==> config.mk <==
export PLATFORM = sky130hd
export DESIGN_NAME = bmqd_ram
export DESIGN_NICKNAME = d
export VERILOG_FILES = /design/src/rtl/bmqd_ram.sv
export SDC_FILE = /design/constraint.sdc
export NUM_CORES = 1
export LEC_CHECK = 0
export ABC_AREA = 1
export BUFFER_PORTS_ARGS = -buffer_cell sky130_fd_sc_hd__buf_2
export CELL_PAD_IN_SITES_DETAIL_PLACEMENT = 0
export CELL_PAD_IN_SITES_GLOBAL_PLACEMENT = 2
export CORE_UTILIZATION = 38
export CTS_BUF_LIST = sky130_fd_sc_hd__clkbuf_8
export CTS_CLUSTER_DIAMETER = 60
export CTS_CLUSTER_SIZE = 8
export DETAILED_ROUTE_END_ITERATION = 8
export GPL_TIMING_DRIVEN = 0
export PLACE_DENSITY = 0.9
export SYNTH_ARGS = -nofsm -noshare
export SYNTH_HDL_FRONTEND = slang
export SYNTH_SLANG_ARGS = --single-unit
==> constraint.sdc <==
create_clock -name clk -period 1.22 [get_ports clk]
set_clock_uncertainty 0.2 [all_clocks]
set_input_delay 0.061 -clock clk [delete_from_list [all_inputs] [get_ports clk]]
set_output_delay 0.061 -clock clk [all_outputs]
set_load 0.02 [all_outputs]
==> src/rtl/bmqd_ram.sv <==
`default_nettype none
// -----------------------------------------------------------------------------
// Generic RAM
// One write port and one read port with registered read data.
// -----------------------------------------------------------------------------
module bmqd_ram #(
	parameter int WIDTH = 8,
	parameter int DEPTH = 16
) (
	input  wire logic                     clk,
	input  wire logic                     we,
	input  wire logic [$clog2(DEPTH)-1:0] waddr,
	input  wire logic [WIDTH-1:0]         wdata,
	input  wire logic [$clog2(DEPTH)-1:0] raddr,
	output logic      [WIDTH-1:0]         rdata
);

	logic [WIDTH-1:0] mem [DEPTH];

	always_ff @(posedge clk) begin
		if (we) begin
			mem[waddr] <= wdata;
		end
		rdata <= mem[raddr];
	end

endmodule
`default_nettype wire

## Word-level counts from Yosys, hierarchy flattened

Memories as Yosys holds them, arrays and structs flattened. A register that Yosys moved wholly into a read port is not among the register bits.
Cells that the tools add are included.

- Muxes and demuxes: 2

Operators by type and width:

| kind | count |
|---|---|
| 2-to-1 mux 1 bit | 2 |

- Register bits after elaboration: 0
- RAM bits: 128
- Bits of input ports: 18
- Output and inout port bits: 8
- Logic and storage cells: 3
- Memories kept: 1

Memories:

| name | words | bits a word | read ports | clocked after memory_dff | wr ports | line | source |
|---|---|---|---|---|---|---|---|
| mem | 16 | 8 | 1 | 1 | 1 | 18 | `logic [WIDTH-1:0] mem [DEPTH];` |

## Logic depth before layout (Yosys ltp)

- Word-level depth: 2
- Depth in mapped cells: 8

## Least setup slack after synthesis

Ideal clock, no wire load.

- Kind: input-to-reg
- Start: input waddr[3]
- End: memory mem[4][0], enable pin
- Setup time: 370 ps
- Data arrival time: 642 ps
- Required time: 650 ps
- Slack: 8 ps
- Stages on the path: 2
- Path through: nand3b_1 nor2_1

RTL lines:

| what | line | source |
|---|---|---|
| start, declared | 12 | `input wire logic [$clog2(DEPTH)-1:0] waddr,` |
| end, declared | 18 |  |

Straight into the memory's write port.

## Worst setup path after layout

- Start: input waddr[3]
- End: memory mem[4][5], enable pin

Straight into the memory's write port.

==> metrics.cfg <==
[timing]
setup_slack_ps = -33.1
finalSetupTns_ps = -368
fin_crit_sh_pct = 103
setup_viol = 24
period_needed_ps = 1250
tightest_slew_ps = 917
maxSlewViolCount = 0
rsz0062_at_grt = true
slew_headroom_pct = 38.6
whs_ps = -5.29
fmax_mhz = 798
final_hold_viol_count = 11

[yosys]
synth_top_area_share_pct = 66.7
yosysUniqueCellTypes = 12
synth_largest_area_cell = edfxtp_1
ys_ff_latch = 136
syn_inst = 551
synth_area_sq_um = 5770
syn_area_per_cell_sq_um = 10.5
synth_nets = 569
yosysSeqAreaShare_pct = 69.4
ys_warn_count = 0
synth_area_leaders = edfxtp_1, nand2_1, nand3_1

[run_status]
status = finished, violations left
violations = design-rule violations, negative hold slack, negative setup slack

[route]
wirelength_mm = 14.3
wire_per_inst_um = 17.7
vias = 3875
drtIter0Drc = 289
postRouteAntennaNets = 0
route.detailed.drc = 2
drt_pass1_iterations = 7
via_per_inst = 4.81

[clock_tree]
numCtsBuffers = 17
clkSlewWorstSetupHoldPaths_ps = 70
cts_tree = built
htree_levels = 4
post_cts_buffers = 0
worstSkewPairLatency_ps = 450
cts.sinks = 136
cts-root-buf = clkbuf_8
clk_path_buf_depth = 2

[final_layout]
n_fill_cell = 1376
ff_latch_area_sq_um = 4000
drive_gt1_share_pct = 17.4
num_antenna_cells = 0
syn_to_final_growth_pct = 17.9
finalNonFillerCells = 806
multiInputGateArea_sq_um = 1360
nets = 628

[grt]
antenna_found_initial = 1
grt_start_max_net_pins = 17
grt_pass1_vias = 3724
globalRouteTotalUtil_pct = 19.6
grt_pass1_wl_mm = 21.8
gr-total-overflow = 0

[die]
die_x_um = 125
die_y_um = 125
rows = 44
start_util_pct = 39.4
io_pins = 26
core_area_sq_um = 14600
dieArea_sq_um = 15700

[place]
place_inst = 757
dpl_worst_slack_ps = -528
post-dp-hpwl_mm = 9.13
io_buffers = 22
gp_congestion = 0.827

[setup_path]
critPathSlowestCell = nor2_1
slowest_delay_ps = 720
cp_top_family = simple AND/OR/NAND/NOR gates
worstSetupStartpointType = primary input
critPathMaxFanout = 8
arrival_ps = 1120
path_cells = buf_2, nand3b_1, nor2_1
crit_type = primary input to register
required_ps = 1090
crit_buf_inv = 1
end_kind = register

[pwr]
leakagePower_nw = 2.93
power_density_nw_per_um2 = 1390
vdd.ir_drop.worst_mv = 0.852

[hold_path]
hold_class = primary input to register

[run]
cap_violations = 0

-- timing repair --
action | CTS | global route
setup endpoints to repair | 33 | 68
hold endpoints to repair | 136 | 1
gates cloned | 0 | 0
pin swaps | 0 | 8
gates resized for setup | 3 | 38
hold buffers | 17 | 1
-- tightest hold or removal path, cell delays in order --
cell and delay, ps:
buf_2 110, nand2_1 130, nor2_2 140
-- Yosys cell counts --
cell,count
edfxtp_1,128
buf_4,4
nand2_1,173
nand3b_1,2
buf_6,6
inv_1,100
nand3_1,97
nor2_1,17
inv_2,2
buf_2,13
dfxtp_1,8
buf_1,1
-- layout by cell type, fill, tap and decap left out --
master / instances
inv_2: 2
dlymetal6s4s_1: 1
bufinv_16: 2
edfxtp_1: 128
buf_2: 32
dfxtp_1: 8
nand2_1: 165
clkinv_1: 3
clkinv_2: 2
clkinvlp_4: 2
nand3b_1: 2
nand3_1: 75
nor2_1: 10
inv_1: 104
clkbuf_8: 17
nand3_2: 22
nor2_2: 7
nand2_2: 8
buf_4: 7
dlygate4sd3_1: 17
buf_6: 6
clkinv_4: 1
buf_1: 1
-- state kept, by name (all words and copies together) (netlist names) --
| signal | count |
|---|---|
| rdata | 8 |
| mem | 128 |
-- kinds of logic (layout without fill, tap and decap cells) --
group,Yosys count,in the layout,synth area share (%)
and+or+nand+nor,289,289,21.0
DFF,136,136,69.4
buffers and inverters,126,197,9.52
-- stage by stage --
step           hold slack (ps)  util [%]  cell area [sq um]  total power (W)
6_report                 -5.29      46.4               6800          0.00943
5_1_grt                   9.82      46.4               6800          0.00976
4_1_cts                   10.4      45.4               6640          0.00943
3_5_place_dp               280      41.7               6110          0.00606
3_3_place_gp               272      41.7               6110          0.00605
2_1_floorplan            -40.1         -               5770          0.00575
-- metal layers --
| layer | track usage, % | wire length [um] | up-vias |
|---|---|---|---|
| met5 | 0 | 11 | - |
| met4 | 9.47 | 351 | 2 |
| met3 | 4.07 | 727 | 24 |
| met2 | 31.6 | 6660 | 111 |
| met1 | 25.4 | 6510 | 1850 |
| li1 | - | - | 1888 |
-- power breakdown --
| part | switching [W] | total [W] | internal (W) |
|---|---|---|---|
| sequential | 0.0000257 | 0.00524 | 0.00522 |
| combinational | 0.000549 | 0.000811 | 0.000262 |
| clock | 0.00163 | 0.00337 | 0.00174 |
| total | 0.00221 | 0.00943 | 0.00722 |
-- final timing paths --
kind                         from                    to  slack, ps  cells past startpoint
min reg2reg  mem[14][1]$_DFFE_PP_      rdata[1]$_DFF_P_        480                      6
max reg2reg  mem[14][7]$_DFFE_PP_      rdata[7]$_DFF_P_         50                      6
max                      waddr[3]   mem[4][5]$_DFFE_PP_        -30                      3
min                      waddr[1]  mem[15][6]$_DFFE_PP_         -5                      3
-- final cells by class --
class                   count  share of cell area [%]
well taps                 184                    3.39
inverters                 102                    5.63
multi-input cells         289                    20.0
flip-flops and latches    136                    58.9
repair buffers             40                    4.42
clock inverters            14                    1.77
clock buffers              17                    3.44
plain buffers              24                    2.45
Power figures use the tool's default switching activity.
