**src/rtl/bmqd_pkg.sv**
```systemverilog
`default_nettype none
// -----------------------------------------------------------------------------
// Bounded multi-queue dispatcher package
// Shared widths, limits, register map and the per-server record types.
// -----------------------------------------------------------------------------
package bmqd_pkg;

	localparam int MAX_SERVERS = 32;
	localparam int MAX_QUEUE   = 16;
	localparam int SRV_W       = $clog2(MAX_SERVERS);
	localparam int SRV_CNT_W   = SRV_W + 1;
	localparam int PTR_W       = $clog2(MAX_QUEUE);
	localparam int OCC_W       = PTR_W + 1;
	localparam int SLOT_DEPTH  = MAX_SERVERS * MAX_QUEUE;
	localparam int SLOT_AW     = SRV_W + PTR_W;
	localparam int SVC_W       = 10;
	localparam int TIME_W      = 16;
	localparam int WC_W        = 6;
	localparam int QD_W        = 5;
	localparam int ADDR_W      = 4;
	localparam int DATA_W      = 32;

	localparam logic [TIME_W-1:0] CLOSE_RESET = TIME_W'(540);

	localparam logic [1:0] REG_WINDOW_COUNT = 2'd0;
	localparam logic [1:0] REG_QUEUE_DEPTH  = 2'd1;
	localparam logic [1:0] REG_CLOSE_TIME   = 2'd2;

	typedef struct packed {
		logic [SVC_W-1:0]  head;
		logic [OCC_W-1:0]  occ;
		logic [PTR_W-1:0]  hp;
		logic [TIME_W-1:0] fin;
	} srv_rec_t;

	typedef struct packed {
		logic             en;
		logic [SRV_W-1:0] idx;
		srv_rec_t         rec;
	} srv_wr_t;

	typedef struct packed {
		logic [WC_W-1:0]   window_count;
		logic [QD_W-1:0]   queue_depth;
		logic [TIME_W-1:0] close_time;
	} cfg_t;

endpackage
`default_nettype wire

```
**src/rtl/bmqd_srv_regs.sv**
```systemverilog
`default_nettype none
// -----------------------------------------------------------------------------
// Server state register file
// Head remaining time, occupancy, head pointer and finish time per server,
// with one read index and one record write per cycle.
// -----------------------------------------------------------------------------
module bmqd_srv_regs (
	input  wire logic                        clk,
	input  wire logic                        arst_n,
	input  wire logic [bmqd_pkg::SRV_W-1:0]  rd_idx,
	output bmqd_pkg::srv_rec_t               rd_rec,
	input  wire bmqd_pkg::srv_wr_t           wr
);

	bmqd_pkg::srv_rec_t regs_q [bmqd_pkg::MAX_SERVERS];

	assign rd_rec = regs_q[rd_idx];

	always_ff @(posedge clk or negedge arst_n) begin
		if (!arst_n) begin
			for (int i = 0; i < bmqd_pkg::MAX_SERVERS; i++) begin
				regs_q[i] <= '0;
			end
		end else if (wr.en) begin
			regs_q[wr.idx] <= wr.rec;
		end
	end

endmodule
`default_nettype wire

```
**config.mk**
```make
export PLATFORM = sky130hd
export DESIGN_NAME = bmqd_srv_regs
export DESIGN_NICKNAME = d
export VERILOG_FILES = /design/src/rtl/bmqd_pkg.sv /design/src/rtl/bmqd_srv_regs.sv
export SDC_FILE = /design/constraint.sdc
export NUM_CORES = 1
export LEC_CHECK = 0
export BUFFER_PORTS_ARGS = -buffer_cell sky130_fd_sc_hd__buf_2
export CORE_ASPECT_RATIO = 0.9
export CORE_MARGIN = 2
export CORE_UTILIZATION = 40
export CTS_CLUSTER_SIZE = 24
export DETAILED_ROUTE_END_ITERATION = 6
export GPL_TIMING_DRIVEN = 0
export SYNTH_ARGS = -nofsm -noshare
export SYNTH_HDL_FRONTEND = slang
export SYNTH_SLANG_ARGS = --single-unit
```
**constraint.sdc**
```tcl
create_clock -name clk -period 1.4 [get_ports clk]
set_input_delay 0.07 -clock clk [delete_from_list [all_inputs] [get_ports clk]]
set_output_delay 0.07 -clock clk [all_outputs]
set_load 0.005 [all_outputs]
```
# Yosys cells after proc, flatten, opt, wreduce, memory -nomap -nowiden

Cells that the tools add are included.

Bitwise operators: 2
Reduce and logical (&&, ||, !) cells: 1
Multiplexer cells: 6
Order comparisons: 3

Operator list:

| operator                                                             | count |
|---|---|
| 1120-bit bitwise mux                                                 | 1 |
| 35-bit binary-select mux with 5-bit select                           | 1 |
| 35-bit demux with 5-bit select                                       | 1 |
| 35-bit two-way mux                                                   | 3 |
| 6-bit greater-or-equal comparator, second input constant             | 2 |
| 5-bit NOT with 6-bit output                                          | 2 |
| 6-bit by 1-bit < comparator with 1-bit output, second input constant | 1 |
| 1-bit logical AND                                                    | 1 |

Output and inout bits: 35
Register bits: 1120
Logic and storage cells: 140
Input bits: 48

# Longest topological paths before layout

Depth in word-level cells: 6
Gate-level depth with buffers: 7
Depth with buffers taken out: 5

# Least setup slack after synthesis

No wires, ideal clock.

Kind: input-to-reg
Start point: input port wr[35] (netlist name)
End point: register regs_q[396] (netlist name)
Library setup time: 125 ps
Required time: 1275 ps
Setup slack: -108 ps
Data arrival time: 1383 ps
Buffers on the path: 3
Stages: 6
Path through: buf_2 -> or3b_1 -> buf_6 -> nor2_8 -> buf_6 -> mux2_2

Word-level cells in the longest chain between the ends: 6
Elaborated cells on any way between the ends: 7
Those cells by class: order compare: 2; mux: 3; bitwise: 1; reduce/logical: 1

RTL lines:

| item                                                                                                                            | line                | RTL |
|---|---|---|
| start: declaration                                                                                                              | bmqd_srv_regs.sv:12 | `input wire bmqd_pkg::srv_wr_t wr` |
| 5-bit NOT with 6-bit output (implied by the code) *                                                                             | bmqd_srv_regs.sv:25 | `regs_q[wr.idx] <= wr.rec;` |
| 6-bit greater-or-equal comparator (implied by the code) / 6-bit by 1-bit < comparator with 1-bit output (equally long branches) | bmqd_srv_regs.sv:25 |  |
| 1-bit logical AND (implied by the code)                                                                                         | bmqd_srv_regs.sv:25 |  |
| 35-bit two-way mux (implied by the code)                                                                                        | bmqd_srv_regs.sv:25 |  |
| 35-bit demux with 5-bit select *                                                                                                | bmqd_srv_regs.sv:25 |  |
| 1120-bit bitwise mux *                                                                                                          | bmqd_srv_regs.sv:25 |  |
| end signal: indexed assignment                                                                                                  | bmqd_srv_regs.sv:25 |  |
| end: declaration                                                                                                                | bmqd_srv_regs.sv:15 | `bmqd_pkg::srv_rec_t regs_q [bmqd_pkg::MAX_SERVERS];` |

Every way passes the cells marked *; elsewhere a longest branch is shown, timed or not.
A chain may end at the register's enable or synchronous reset.

==> key figures <==
Timing
  – Final period utilization: 160%
  – Tmin final: 2250 ps
  – Final-report max-slew violation count: 0
  – Worst slew pin tran: 740 ps
  – Final worst-path setup slack: -847 ps
  – Post-Route Skew: 0 ps
  – Final setup viols: 768
  – Unrepaired setup endpoints after global routing: true
  – Slew HR: 50.7%
  – Final Hold Fails: 0
  – FMAX: 0.445 GHz

Clock tree
  – Clock tree buffer depth: 3
  – Clock transition at path regs: 60 ps
  – Num CTS Buffers: 121
  – Clk root buf: clkbuf_16
  – CTS tree: built
  – # clock sinks: 1120
  – Post-CTS Setup Inserts: 0
  – Worst skew pair latency: 710 ps
  – H-tree level count: 3

Place
  – Placed Instances: 5564
  – Routability cong.: 0.881
  – Place WS: -1950 ps
  – Post-detail-place hpwl: 104000 µm
  – Number of I/O port buffers: 77

Die
  – Io pins: 83
  – Core footprint: 129000 µm²
  – Initial core utilization: 40.2%
  – Die X-Extent: 383 µm
  – Die area: 132000 µm²
  – Placement row count: 125
  – Die height: 345 µm

Synth
  – Post-synthesis sequential element count: 1120
  – Yosys synthesis warning count: 0
  – Synth Area in Simple Gates: 3.19%
  – Seq/Total Area, Yosys: 54.2%
  – Netlist cell types: 35
  – Mux cell area share after synthesis: 35.2%
  – XOR/XNOR Fraction of Synth Area: 0%
  – Cell Area, Synth: 51800 µm²
  – Syn avg cell area: 13.7 µm²
  – Combinational family with the most area after synthesis: multiplexers
  – Synth Instances: 3766
  – Adder-cell share of the synthesized area: 0%
  – Syn nets: 3814
  – Compound-Gate Fraction of Synth Area: 4.15%

Power and ir drop
  – Leakage: 28.4 nW
  – Final Power: 88.7 mW
  – PD cells: 1470 nW/µm²
  – Sw frac: 25.9%
  – Switching Power: 23.0 mW
  – Clock power share: 36.6%
  – Flop pwr share: 47.1%
  – Worst VDD drop: 1.06 mV
  – Int Power: 65.7 mW
  – Comb power frac: 16.3%

Finish
  – Layout cell share with drive strength beyond 1: 41.3%
  – Number of flip-flops in the largest register: 1120
  – Regs by FF count: regs_q: 1120 flops
  – Most common cell after layout, fill and taps aside: dfrtp_1
  – Area Overhead vs Synth: 16.6%
  – Layout net count: 4073
  – Largest Register: regs_q
  – Non-Filler Instances: 5846
  – Most frequent cells in the layout: dfrtp_1 (1120), mux2_2 (1046), mux2i_1 (560)
  – # fillers: 11500

Min path
  – Min-Delay Startpoint: wr[35]
  – Hold path cells: 4
  – Hold Path End: regs_q[979]
  – Worst hold path type: input port to flip-flop

Routing
  – Detailed-route wire length: 147000 µm
  – Initial DRC Count: 2346
  – Vias per cell: 5.45
  – Pre-Repair DR Iteration Count: 5
  – DRC errors left: 0
  – Drt wl/cell: 25.2 µm
  – DR vias: 31800
  – DRT antenna net count: 0

Worst setup path
  – CP required: 1330 ps
  – CP Capture Type: output port
  – Critical R2R Launch: regs_q[596]
  – Reg2reg path depth: 1
  – Critical path arrival: 2180 ps
  – RR Endpoint: regs_q[596]
  – Crit start category: flip-flop
  – CP Max Fanout: 2
  – Critical path class: flip-flop to output port
  – Flop2flop setup slack: 610 ps

Status
  – Violated checks: negative setup slack
  – Status: finished with violations

GRT
  – Initial antenna violation count: 12
  – Largest net degree at the start of global routing: 144
  – Number of global-route vias before repair: 32300
  – Overall routing resource usage: 22.1%
  – GR Overflow Total: 0
  – First-pass GRT wire length: 220000 µm

Run
  – Max Cap Viol: 0
-- cell type report --
type                    count  area [µm²]  share of cell area, %
flip-flops and latches   1120       28000                   46.4
multi-input cells        2297       22900                   37.9
clock buffers             188        3710                   6.14
well taps                1714        2140                   3.55
plain buffers             347        1890                   3.13
repair buffers            138        1360                   2.25
clock inverters            32         345                  0.572
diodes                     10        25.0                 0.0415
-- how the worst max path moves through the flow --
stage | startpoint | to | slack [ps]
floorplan | wr[35] | regs_q[386] | -80
global placement | arst_n | regs_q[27] | -25110
detailed placement | rd_idx[0] | rd_rec[22] | -1950
CTS | regs_q[1037] | rd_rec[22] | -870
global route | regs_q[1028] | rd_rec[13] | -910
finish | regs_q[1028] | rd_rec[13] | -850
-- worst max-delay path, stage by stage (launching register included) --
cell     delay (ps)
dfrtp_1         350
mux2i_1          90
a22o_1          280
nor3_4          410
a31oi_4          90
nand3_2         120
buf_2           130
-- cell families after synthesis --
logic type	count (synthesis)
muxes	1680
AOI/OAI and AO/OA	315
buffers and inverters	349
DFF	1120
and+or+nand+nor	302
-- per-stage QoR --
stage / setup TNS (ps) / util, % / instance area [µm²] / hold slack, ps
final: -293010 / 46.9 / 60400 / 53.0
after global routing: -412160 / 46.9 / 60400 / 40.6
after CTS: -377510 / 46.7 / 60100 / 35.4
after detailed placement: -1462840 / 42.5 / 54700 / 124
after global placement: - / 42.4 / 54500 / 459
after floorplan: -11330 / - / 52000 / -226
-- routing by layer --
metal | global-route usage (%) | up-vias | share of wire [%]
met5 | 0 | - | 0.031
met4 | 5.97 | 8 | 2.3
met3 | 3.28 | 193 | 5.7
met2 | 32.7 | 671 | 44
met1 | 33.6 | 16800 | 48
li1 | - | 14200 | -
-- cell usage after synthesis, drive strengths merged --
library cell	count	share of area, %
mux2	1120	24
nor2	18	0.40
and2	1	0.012
and3b	1	0.017
clkbuf	165	1.2
a22o	70	1.2
nor3b	4	0.13
dfrtp	1120	54
nand2	123	0.96
mux2i	560	11
nand3b	4	0.13
or3b	1	0.017
a21oi	105	1.0
a22oi	105	1.5
a31oi	35	0.42
buf	184	2.1
or2	2	0.024
nand2b	2	0.024
nor3	36	0.37
nor2b	2	0.024
and3	1	0.012
nand3	107	1.1
-- power by group through the flow --
stage | logic, mW | registers (mW) | clock network [mW]
floorplan | 10.1 | 41.4 | 0
global placement | 13.1 | 42.2 | 0
detailed placement | 13.8 | 42.3 | 0
CTS | 14.4 | 41.7 | 33.2
global route | 15.7 | 42.6 | 34.5
finish | 14.4 | 41.8 | 32.5
-- timing repair --
item	in CTS	in global routing
endpoints found under the setup margin	583	836
gates resized for setup	169	48
hold buffers	40	1
cloned	7	6
pin swaps	24	21
hold endpoints to repair	354	199
Power figures use the tool's default switching activity.
