[src/rtl/bmqd_pkg.sv]
`default_nettype none
// -----------------------------------------------------------------------------
// Bounded multi-queue dispatcher package
// Shared widths, limits, register map and the per-server record types.
// -----------------------------------------------------------------------------
package bmqd_pkg;

	localparam int MAX_SERVERS = 32;
	localparam int MAX_QUEUE   = 16;
	localparam int SRV_W       = $clog2(MAX_SERVERS);
	localparam int SRV_CNT_W   = SRV_W + 1;
	localparam int PTR_W       = $clog2(MAX_QUEUE);
	localparam int OCC_W       = PTR_W + 1;
	localparam int SLOT_DEPTH  = MAX_SERVERS * MAX_QUEUE;
	localparam int SLOT_AW     = SRV_W + PTR_W;
	localparam int SVC_W       = 10;
	localparam int TIME_W      = 16;
	localparam int WC_W        = 6;
	localparam int QD_W        = 5;
	localparam int ADDR_W      = 4;
	localparam int DATA_W      = 32;

	localparam logic [TIME_W-1:0] CLOSE_RESET = TIME_W'(540);

	localparam logic [1:0] REG_WINDOW_COUNT = 2'd0;
	localparam logic [1:0] REG_QUEUE_DEPTH  = 2'd1;
	localparam logic [1:0] REG_CLOSE_TIME   = 2'd2;

	typedef struct packed {
		logic [SVC_W-1:0]  head;
		logic [OCC_W-1:0]  occ;
		logic [PTR_W-1:0]  hp;
		logic [TIME_W-1:0] fin;
	} srv_rec_t;

	typedef struct packed {
		logic             en;
		logic [SRV_W-1:0] idx;
		srv_rec_t         rec;
	} srv_wr_t;

	typedef struct packed {
		logic [WC_W-1:0]   window_count;
		logic [QD_W-1:0]   queue_depth;
		logic [TIME_W-1:0] close_time;
	} cfg_t;

endpackage
`default_nettype wire

[src/rtl/bmqd_ctrl.sv]
`default_nettype none
// -----------------------------------------------------------------------------
// Dispatch sequencer
// Scans the servers one per cycle through a shared compare and subtract unit,
// picks the target queue, updates the queue storage and reports the result.
// -----------------------------------------------------------------------------
module bmqd_ctrl (
	input  wire logic                          clk,
	input  wire logic                          arst_n,
	input  wire bmqd_pkg::cfg_t                cfg,
	input  wire logic                          start,
	input  wire logic [bmqd_pkg::SVC_W-1:0]    service_time,
	output logic                               busy,
	output logic [bmqd_pkg::SRV_W-1:0]         rd_idx,
	input  wire bmqd_pkg::srv_rec_t            rec,
	output bmqd_pkg::srv_wr_t                  wr,
	output logic                               ram_we,
	output logic [bmqd_pkg::SLOT_AW-1:0]       ram_waddr,
	output logic [bmqd_pkg::SVC_W-1:0]         ram_wdata,
	output logic [bmqd_pkg::SLOT_AW-1:0]       ram_raddr,
	input  wire logic [bmqd_pkg::SVC_W-1:0]    ram_rdata,
	output logic                               done,
	output logic [bmqd_pkg::SRV_W-1:0]         server_index,
	output logic [bmqd_pkg::TIME_W-1:0]        start_time,
	output logic [bmqd_pkg::TIME_W-1:0]        finish_time,
	output logic                               served
);

	typedef enum logic [7:0] {
		ST_IDLE      = 8'b0000_0001,
		ST_SCAN_OCC  = 8'b0000_0010,
		ST_DECIDE    = 8'b0000_0100,
		ST_SCAN_HEAD = 8'b0000_1000,
		ST_SUB       = 8'b0001_0000,
		ST_POP       = 8'b0010_0000,
		ST_LOAD      = 8'b0100_0000,
		ST_FINISH    = 8'b1000_0000
	} state_t;

	state_t                            state_q, state_d;
	logic [bmqd_pkg::SRV_W-1:0]        cnt_q, cnt_d;
	logic [bmqd_pkg::SRV_W-1:0]        best_q, best_d;
	logic [bmqd_pkg::SVC_W-1:0]        min_q, min_d;
	logic [bmqd_pkg::SVC_W-1:0]        svc_q;
	logic [bmqd_pkg::SRV_CNT_W-1:0]    nsrv_q, nsrv_in;
	logic [bmqd_pkg::OCC_W-1:0]        depth_q, depth_in;
	logic                              occ_one_q;
	logic                              last;
	logic [bmqd_pkg::SVC_W-1:0]        cmp_a;
	logic                              cmp_lt;
	logic [bmqd_pkg::SVC_W-1:0]        sub_res;
	logic [bmqd_pkg::PTR_W-1:0]        tail_ptr;
	logic [bmqd_pkg::PTR_W-1:0]        hp_next;
	logic [bmqd_pkg::TIME_W:0]         fin_sum;
	logic [bmqd_pkg::TIME_W-1:0]       fin_sat;

	always_comb begin
		if (cfg.window_count == '0) begin
			nsrv_in = bmqd_pkg::SRV_CNT_W'(1);
		end else if (cfg.window_count > bmqd_pkg::WC_W'(bmqd_pkg::MAX_SERVERS)) begin
			nsrv_in = bmqd_pkg::SRV_CNT_W'(bmqd_pkg::MAX_SERVERS);
		end else begin
			nsrv_in = bmqd_pkg::SRV_CNT_W'(cfg.window_count);
		end
		if (cfg.queue_depth == '0) begin
			depth_in = bmqd_pkg::OCC_W'(1);
		end else if (cfg.queue_depth > bmqd_pkg::QD_W'(bmqd_pkg::MAX_QUEUE)) begin
			depth_in = bmqd_pkg::OCC_W'(bmqd_pkg::MAX_QUEUE);
		end else begin
			depth_in = bmqd_pkg::OCC_W'(cfg.queue_depth);
		end
	end

	assign busy = (state_q != ST_IDLE);
	assign last = ({1'b0, cnt_q} == nsrv_q - bmqd_pkg::SRV_CNT_W'(1));
	assign rd_idx = (state_q == ST_SCAN_OCC || state_q == ST_SCAN_HEAD || state_q == ST_SUB)
		? cnt_q : best_q;

	// Shared compare and subtract unit.
	assign cmp_a   = (state_q == ST_SCAN_OCC) ? bmqd_pkg::SVC_W'(rec.occ) : rec.head;
	assign cmp_lt  = cmp_a < min_q;
	assign sub_res = (rec.head != '0) ? rec.head - min_q : '0;

	assign tail_ptr = bmqd_pkg::PTR_W'({1'b0, rec.hp} + bmqd_pkg::OCC_W'(rec.occ));
	assign hp_next  = rec.hp + bmqd_pkg::PTR_W'(1);
	assign fin_sum  = {1'b0, rec.fin} + (bmqd_pkg::TIME_W + 1)'(svc_q);
	assign fin_sat  = fin_sum[bmqd_pkg::TIME_W] ? '1 : fin_sum[bmqd_pkg::TIME_W-1:0];

	always_comb begin
		state_d   = state_q;
		cnt_d     = cnt_q;
		best_d    = best_q;
		min_d     = min_q;
		wr.en     = 1'b0;
		wr.idx    = rd_idx;
		wr.rec    = rec;
		ram_we    = 1'b0;
		ram_waddr = {best_q, tail_ptr};
		ram_wdata = svc_q;
		ram_raddr = {best_q, hp_next};
		case (state_q)
			ST_IDLE: begin
				if (start) begin
					cnt_d   = '0;
					state_d = ST_SCAN_OCC;
				end
			end
			ST_SCAN_OCC, ST_SCAN_HEAD: begin
				if (cnt_q == '0 || cmp_lt) begin
					best_d = cnt_q;
					min_d  = cmp_a;
				end
				cnt_d = cnt_q + bmqd_pkg::SRV_W'(1);
				if (last) begin
					cnt_d   = '0;
					state_d = (state_q == ST_SCAN_OCC) ? ST_DECIDE : ST_SUB;
				end
			end
			ST_DECIDE: begin
				if (rec.occ < depth_q) begin
					wr.en      = 1'b1;
					wr.rec.occ = rec.occ + bmqd_pkg::OCC_W'(1);
					if (rec.occ == '0) begin
						wr.rec.head = svc_q;
					end
					ram_we  = 1'b1;
					state_d = ST_FINISH;
				end else begin
					cnt_d   = '0;
					state_d = ST_SCAN_HEAD;
				end
			end
			ST_SUB: begin
				wr.en       = 1'b1;
				wr.rec.head = sub_res;
				cnt_d       = cnt_q + bmqd_pkg::SRV_W'(1);
				if (last) begin
					state_d = ST_POP;
				end
			end
			ST_POP: begin
				wr.en     = 1'b1;
				wr.rec.hp = hp_next;
				ram_we    = 1'b1;
				state_d   = ST_LOAD;
			end
			ST_LOAD: begin
				wr.en       = 1'b1;
				wr.rec.head = occ_one_q ? svc_q : ram_rdata;
				state_d     = ST_FINISH;
			end
			ST_FINISH: begin
				wr.en      = 1'b1;
				wr.rec.fin = fin_sat;
				state_d    = ST_IDLE;
			end
			default: begin
				state_d = ST_IDLE;
			end
		endcase
	end

	always_ff @(posedge clk or negedge arst_n) begin
		if (!arst_n) begin
			state_q <= ST_IDLE;
			done    <= 1'b0;
		end else begin
			state_q <= state_d;
			done    <= (state_q == ST_FINISH);
		end
	end

	always_ff @(posedge clk) begin
		cnt_q  <= cnt_d;
		best_q <= best_d;
		min_q  <= min_d;
		if (state_q == ST_IDLE && start) begin
			svc_q   <= service_time;
			nsrv_q  <= nsrv_in;
			depth_q <= depth_in;
		end
		if (state_q == ST_POP) begin
			occ_one_q <= (rec.occ == bmqd_pkg::OCC_W'(1));
		end
		if (state_q == ST_FINISH) begin
			server_index <= best_q;
			start_time   <= rec.fin;
			finish_time  <= fin_sat;
			served       <= (rec.fin < cfg.close_time);
		end
	end

endmodule
`default_nettype wire

[config.mk]
export PLATFORM = sky130hd
export DESIGN_NAME = bmqd_ctrl
export DESIGN_NICKNAME = d
export VERILOG_FILES = /design/src/rtl/bmqd_pkg.sv /design/src/rtl/bmqd_ctrl.sv
export SDC_FILE = /design/constraint.sdc
export NUM_CORES = 1
export LEC_CHECK = 0
export ABC_AREA = 1
export BUFFER_PORTS_ARGS = -buffer_cell sky130_fd_sc_hd__buf_2
export CORE_MARGIN = 2
export CORE_UTILIZATION = 30
export CTS_BUF_LIST = sky130_fd_sc_hd__clkbuf_8
export DETAILED_ROUTE_END_ITERATION = 10
export SYNTH_ARGS = -nofsm -noshare
export SYNTH_HDL_FRONTEND = slang
export SYNTH_SLANG_ARGS = --single-unit
[constraint.sdc]
create_clock -name clk -period 5.65 [get_ports clk]
set_clock_uncertainty 0.05 [all_clocks]
set_input_delay 1.4125 -clock clk [delete_from_list [all_inputs] [get_ports clk]]
set_output_delay 1.4125 -clock clk [all_outputs]
set_load 0.01 [all_outputs]
# Yosys cells after proc, flatten, opt, wreduce, memory -nomap -nowiden
# Index checks and enable logic that the tools add are counted.
# classes
add_sub_neg	7
mul	0
div_mod_pow	0
n_lt_le_gt_ge	5
n_eq_ne	15
shift	0
mux	26
bitwise_logic	0
reduce_logical	17
# ops
op	count
$pmux 8 s6	1
$mux 10	4
$mux 5	7
$mux 16	2
$mux 8	4
$pmux 10 s3	1
$pmux 5 s4	1
$add 16x10->17	1
$lt 16x16->1	1
$logic_not 5->1	3
$mux 15	1
$add 5x1->5 const B	2
$lt 10x10->1	1
$reduce_bool 10->1	1
$sub 10x10->10	1
$eq 8x1->1 const B	1
$eq 8x2->1 const B	1
$eq 8x3->1 const B	1
$eq 8x4->1 const B	1
$eq 8x5->1 const B	1
$eq 8x6->1 const B	1
$eq 8x7->1 const B	1
$eq 8x8->1 const B	1
$ne 2x2->1 const B	4
other kinds (21)	27
# word_totals
register_bits	89
latch_bits	0
ramBits	0
romBits	0
out_inout_bits	115
elab_cells	85
n_memories	0

# Longest topological paths before layout
# Gate-level depths: netlist of run 1.
# logic_depth
word_depth	5
mapped_depth	14

# Worst setup path after synthesis of run 1
# OpenSTA, ideal clock, no wires.
# synth_path
kind	input to output
startpoint	in rec[0] (netlist bit)
endpoint	out wr[3] (netlist bit)
t_arrival_ns	2.910
required_ns	4.188
slack_ns	1.277
cell_stages	12
path_buffers	0
path_cell_list	ha_1 fa_1 nand2_1 nand2_1 and2_1 nand2_1 nand2_1 nand3_1 nand2_1 or2_1 nand2_1 nand2_1
# synth_rtl
element	line_no	rtl
start: declaration	bmqd_ctrl.sv:15	input wire bmqd_pkg::srv_rec_t rec,
end: declaration	bmqd_ctrl.sv:16	output bmqd_pkg::srv_wr_t wr,

==> results.py, run 1 <==
metrics = {
    "grt": {
        "grt_pass1_vias": 5801,
        "grt_pass1_wl_mm": 30.9,
        "track_usage": 0.166,
        "grt_max_degree": 48,
        "antenna_found_initial": 3,
        "gr-total-overflow": 0,
    },
    "layout": {
        "n_fill_cell": 2297,
        "layout-drive-gt1-share": 0.250,
        "final-seq-area_um2": 2630,
        "layout.nets": 1167,
        "area_growth_syn_to_layout_pct": 21.5,
        "multi_input_area_um2": 3390,
        "fin_area_um2": 8110,
    },
    "place": {
        "placed_area_um2": 7920,
        "io_buffer_count": 199,
        "dpl.hpwl_mm": 16.1,
        "place_congestion": 0.914,
        "preCtsSetupSlack_ps": 646,
    },
    "floorplan": {
        "fp.dieArea_um2": 23500,
        "die_x_um": 153,
        "fp.dieH_um": 153,
        "coreArea_um2": 21800,
        "num_rows": 54,
        "ios": 200,
        "start_util": 0.306,
    },
    "yosys": {
        "synth_edf_count": 80,
        "yosysSeqAreaShare": 0.394,
        "synth.top_cells.by_count": "nand2_1, inv_1, edfxtp_1",
        "syn_area_um2": 6680,
        "ys_top_cells_by_area": "edfxtp_1, nand2_1, ha_1",
        "synthCells": 823,
        "synth_seq_cells": 89,
        "netlist.area_leader.share": 0.360,
        "synth_warnings": 0,
        "avgSynthCellArea_um2": 8.11,
        "ys.flop_type": "edfxtp_1",
        "synth.distinct_cells": 45,
        "synth.most_common_cell": "nand2_1",
        "synth_fp_nets": 970,
        "async_flop_share": 0.101,
        "yosys.area.top_type": "edfxtp_1",
    },
    "timing": {
        "min_period_ps": 5040,
        "tightest_slew_ps": 754,
        "hold_viol": 0,
        "setup_viol": 0,
        "post-route-worst-setup-slack_ps": 612,
        "fin_crit_sh": 0.892,
        "maxSlewHeadroom": 0.494,
        "slew_violations": 0,
        "rsz0062_at_grt": "no",
        "fmax_mhz": 198,
        "fin_setup_tns_ps": 0,
        "hold-worst-slack_ps": 469,
    },
    "cts": {
        "cts_hold_buf": 0,
        "post-cts-setup-buffers": 0,
        "cts_sinks": 89,
        "cts_root_buffer": "clkbuf_8",
        "cts.htree.levels": 3,
        "clock_path_buffers": 2,
        "clk_latency_ps": 360,
        "cts_resized": 0,
        "cts_tree": "yes",
        "cts-buffers-inserted": 9,
        "clk_pin_slew_ps": 80,
    },
    "power": {
        "power_w": 0.00234,
        "seqPwrFrac": 0.404,
        "p_leak_nw": 4.18,
        "power.clock.fraction": 0.185,
        "p_sw_w": 0.000937,
        "p_per_area_nw_per_um2": 288,
        "ir_worst_vdd_v": 0.0000916,
        "pwr-share-comb": 0.411,
        "switching_share": 0.401,
        "internal_power_w": 0.00140,
    },
    "critical_path": {
        "crit_family": "simple AND/OR/NAND/NOR gates",
        "crit_arrival_ps": 3580,
        "end_kind": "output pin",
        "worstSetupPathType": "input pin to output pin",
        "path_cells": "buf_2 -> ha_1 -> fa_1 -> nand2_1 -> nand2_1 -> and2_1 -> nand3_2 -> nand3_1 -> nand2_1 -> o21ai_0 -> nand2_1 -> nand2_1 -> buf_2",
        "critPathBufInv": 2,
        "worst_setup_path_start_kind": "input pin",
        "cp_slowest_cell": "fa_1",
        "worstPathRequired_ps": 4190,
        "critPathMaxStageDelay_ps": 420,
        "critPathMaxFanout": 12,
        "crit_top_cell": "nand2_1",
    },
    "drt": {
        "drt-total-wl_mm": 19.7,
        "via_per_inst": 4.70,
        "dr.pass1.iters": 6,
        "drt_iter0_markers": 386,
        "wire_per_inst_um": 15.0,
        "vias": 6150,
        "ant_nets": 0,
        "drcViolationCount": 0,
    },
    "run": {
        "maxCapViolCount": 0,
    },
    "hold_path": {
        "hp-class": "register to register",
    },
    "run_status": {
        "status": "finished clean",
    },
}
-- sequential cells by signal (all words and copies together), names as in the netlist --
| register | count |
|---|---|
| served | 1 |
| finish_time | 16 |
| start_time | 16 |
| server_index | 5 |
| state_q | 8 |
| occ_one_q | 1 |
| done | 1 |
| ram_wdata | 10 |
| min_q | 10 |
| nsrv_q | 6 |
| depth_q | 5 |
| best_q | 5 |
| cnt_q | 5 |
-- kinds of logic after synthesis --
group | Yosys count | synth area share
AND/OR/NAND/NOR | 407 | 0.284
buffers and inverters | 155 | 0.0988
flip-flops | 89 | 0.394
AO/OA/AOI/OAI | 87 | 0.0733
adder cells (fa/ha/maj) | 62 | 0.120
XOR/XNOR | 23 | 0.0302
-- worst reg2reg max path: cells and delay by family (launching register included) --
kind	cells	cell delay, ps
and+or+nand+nor	7	670
DFF	1	490
buffers and inverters	4	540
AOI/OAI and AO/OA	3	370
adders and majority gates	1	290
-- power by group through the flow --
stage               logic [W]  clock network, W  registers (W)
finish               0.000960          0.000433       0.000943
global route          0.00110          0.000474       0.000957
CTS                  0.000965          0.000453       0.000944
detailed placement   0.000960                 0       0.000959
global placement     0.000947                 0       0.000957
floorplan            0.000669                 0       0.000944
-- layout make-up --
cell class                      instances  area share
Timing Repair Buffer                  202       0.126
Inverter                              139      0.0656
Tap cell                              280      0.0432
Sequential cell                        89       0.324
Antenna cell                            3    0.000926
Multi-Input combinational cell        579       0.418
Clock buffer                            9      0.0153
Clock inverter                          7     0.00725
-- stage by stage --
step | instances | util
4_1_cts | 1305 | 0.371
3_3_place_gp | 1289 | 0.363
3_5_place_dp | 1289 | 0.363
2_1_floorplan | 823 | -
5_1_grt | 1307 | 0.371
6_report | 1308 | 0.372
-- per-layer routing --
metal | track usage | vias to the layer above | routed length [um] | share of wire
met5 | 0 | - | 0 | 0
met4 | 0.0578 | 0 | 414 | 0.021
met1 | 0.233 | 2798 | 9240 | 0.47
li1 | - | 3105 | - | -
met2 | 0.254 | 220 | 8700 | 0.44
met3 | 0.0349 | 27 | 1320 | 0.067
-- layout by cell type, fill, tap and decap left out, types with 8 or more instances in the layout --
cell / n
nand2_1: 213
buf_2: 199
inv_1: 131
edfxtp_1: 80
nor2_1: 65
nand3_1: 60
ha_1: 59
a21oi_1: 34
o21ai_0: 25
nand4_1: 23
xor2_1: 16
clkbuf_8: 9
inv_2: 8
dfrtp_1: 8
-- worst paths after layout --
kind / start / end / slack, ps / cells past startpoint
max: rec[0] / wr[2] / 610 / 13
min: best_q[1] / server_index[1] / 470 / 0
max reg2reg: state_q[4] / min_q[6] / 2930 / 15
min reg2reg: best_q[1] / server_index[1] / 470 / 0
max in group asynchronous: arst_n / state_q[0] / 4460 / 1
min in group asynchronous: arst_n / state_q[4] / 840 / 1
Power figures use the tool's default switching activity.
==> inputs of run 2 (changes only) <==
MAX_ROUTING_LAYER = met4   (was unset)
clock period = 5.94 ns   (was 5.65 ns; I/O delays follow)
==> run 2 against run 1 <==
Final cell count is the same. First-iteration DRC count shrank 13%. Highest routed layer unchanged. Design area grew 0.49%. Die area is the same. Via count shrank 0.75%. Power shrank 3.0%. Hold slack lost 12 ps. Sequential share of layout area shrank 0.16 points. Utilization grew 0.18 points. Flip-flop and latch count is the same.
==> results.py, run 2 (same netlist as run 1, synthesis figures left out) <==
metrics = {
    "run_status": {
        "status": "finished clean",
    },
    "cts": {
        "cts_sinks": 89,
        "cts_root_buffer": "clkbuf_8",
        "cts_tree": "yes",
        "post-cts-setup-buffers": 0,
        "cts_resized": 0,
        "cts.htree.levels": 3,
        "clk_latency_ps": 370,
        "clk_pin_slew_ps": 80,
        "cts_hold_buf": 0,
        "cts-buffers-inserted": 9,
        "clock_path_buffers": 2,
    },
    "power": {
        "ir_worst_vdd_v": 0.0000928,
        "power_w": 0.00227,
        "p_per_area_nw_per_um2": 278,
        "p_leak_nw": 4.18,
    },
    "layout": {
        "reg_top3": "finish_time: 16 flops, start_time: 16 flops",
        "most-common-layout-cells": "nand2_1, buf_2, inv_1",
        "layout_commonest_cell": "nand2_1",
        "area_growth_syn_to_layout_pct": 22.1,
        "layout-drive-gt1-share": 0.250,
        "layout.nets": 1167,
        "finalNonFillerCells": 1308,
    },
    "critical_path": {
        "cp-startpoint": "rec[0]",
        "critPathMaxFanout": 12,
        "worstPathRequired_ps": 4410,
        "end_kind": "output pin",
        "worstReg2RegStart": "state_q[4]",
        "worst_setup_path_start_kind": "input pin",
        "crit_arrival_ps": 3610,
        "worstSetupPathType": "input pin to output pin",
    },
    "run": {
        "maxCapViolCount": 0,
    },
    "grt": {
        "grt_pass1_vias": 5732,
        "antenna_found_initial": 4,
        "grt_pass1_wl_mm": 30.8,
        "gr-total-overflow": 0,
        "track_usage": 0.172,
        "grt_max_degree": 49,
    },
    "drt": {
        "ant_nets": 0,
        "drt-total-wl_mm": 19.5,
        "dr.pass1.iters": 4,
        "drt_iter0_markers": 334,
        "via_per_inst": 4.67,
        "wire_per_inst_um": 14.9,
        "drcViolationCount": 0,
        "vias": 6104,
    },
    "timing": {
        "fin_setup_tns_ps": 0,
        "setup_viol": 0,
        "slew_violations": 0,
        "fin_crit_sh": 0.866,
        "rsz0062_at_grt": "no",
        "maxSlewHeadroom": 0.536,
        "fmax_mhz": 194,
        "hold_viol": 0,
        "tightest_slew_ps": 691,
        "min_period_ps": 5150,
    },
    "place": {
        "io_buffer_count": 199,
        "dp_cells": 1289,
        "dpl.hpwl_mm": 16.0,
        "place_congestion": 0.943,
    },
    "floorplan": {
        "die_x_um": 153,
        "start_util": 0.306,
        "fp.dieArea_um2": 23500,
        "ios": 200,
        "num_rows": 54,
        "coreArea_um2": 21800,
        "fp.dieH_um": 153,
    },
    "hold_path": {
        "hp-class": "register to register",
        "min-delay-start": "best_q[2]",
    },
}
[run 2: cell types whose count changed in the layout (fill, tap and decap cells not counted), sizes merged]
cell    delta
bufinv     +1
clkinv     +1
inv        -3
diode      +1
[run 2: layout make-up]
class / count / area [um^2]
Timing Repair Buffer: 202 / 1030
Sequential cell: 89 / 2630
Multi-Input combinational cell: 579 / 3390
Tap cell: 280 / 350
Antenna cell: 4 / 10.0
Clock buffer: 9 / 124
Inverter: 139 / 532
Clock inverter: 6 / 83.8
Fill cell: 2282 / 13700
[run 2: path summary, 6_finish.rpt]
kind                                   end  slack (ps)  cells after the start
max in group asynchronous       state_q[0]        4680                      1
hold / removal             server_index[2]         460                      0
hold reg to reg            server_index[2]         460                      0
setup / recovery                     wr[2]         790                     13
min in group asynchronous             done         910                      1
setup reg to reg                  min_q[8]        3220                     15
[run 2: routing by layer]
layer / vias up / wire (um) / global-route usage
li1: 3114 / - / -
met4: 0 / 372 / 0.0542
met1: 2756 / 9260 / 0.241
met2: 212 / 8580 / 0.254
met3: 22 / 1260 / 0.0303
met5: - / 0 / -
[run 2: power breakdown]
group          internal [W]  total (W)  switching, W  leakage (nW)
sequential         0.000817   0.000895     0.0000782         0.857
clock              0.000233   0.000460      0.000227         0.100
combinational      0.000325   0.000912      0.000587          3.23
[run 2: per-stage QoR]
stage | worst slack [ps] | cell area (um^2) | hold WS [ps] | utilization
5_1_grt | 622 | 8150 | 507 | 0.373
2_1_floorplan | 1420 | 6680 | 435 | -
4_1_cts | 817 | 8140 | 468 | 0.373
3_5_place_dp | 822 | 7930 | 443 | 0.363
3_3_place_gp | 890 | 7930 | 447 | 0.363
6_report | 794 | 8150 | 458 | 0.373
[run 2: critical path, cell delays in order]
cell and delay, ps:
buf_2 120, ha_1 220, fa_1 420, nand2_1 100
nand2_1 70, and2_1 160, nand3_2 70, nand3_1 100
nand2_1 360, o21ai_0 220, nand2_1 100, nand2_1 50
buf_2 130
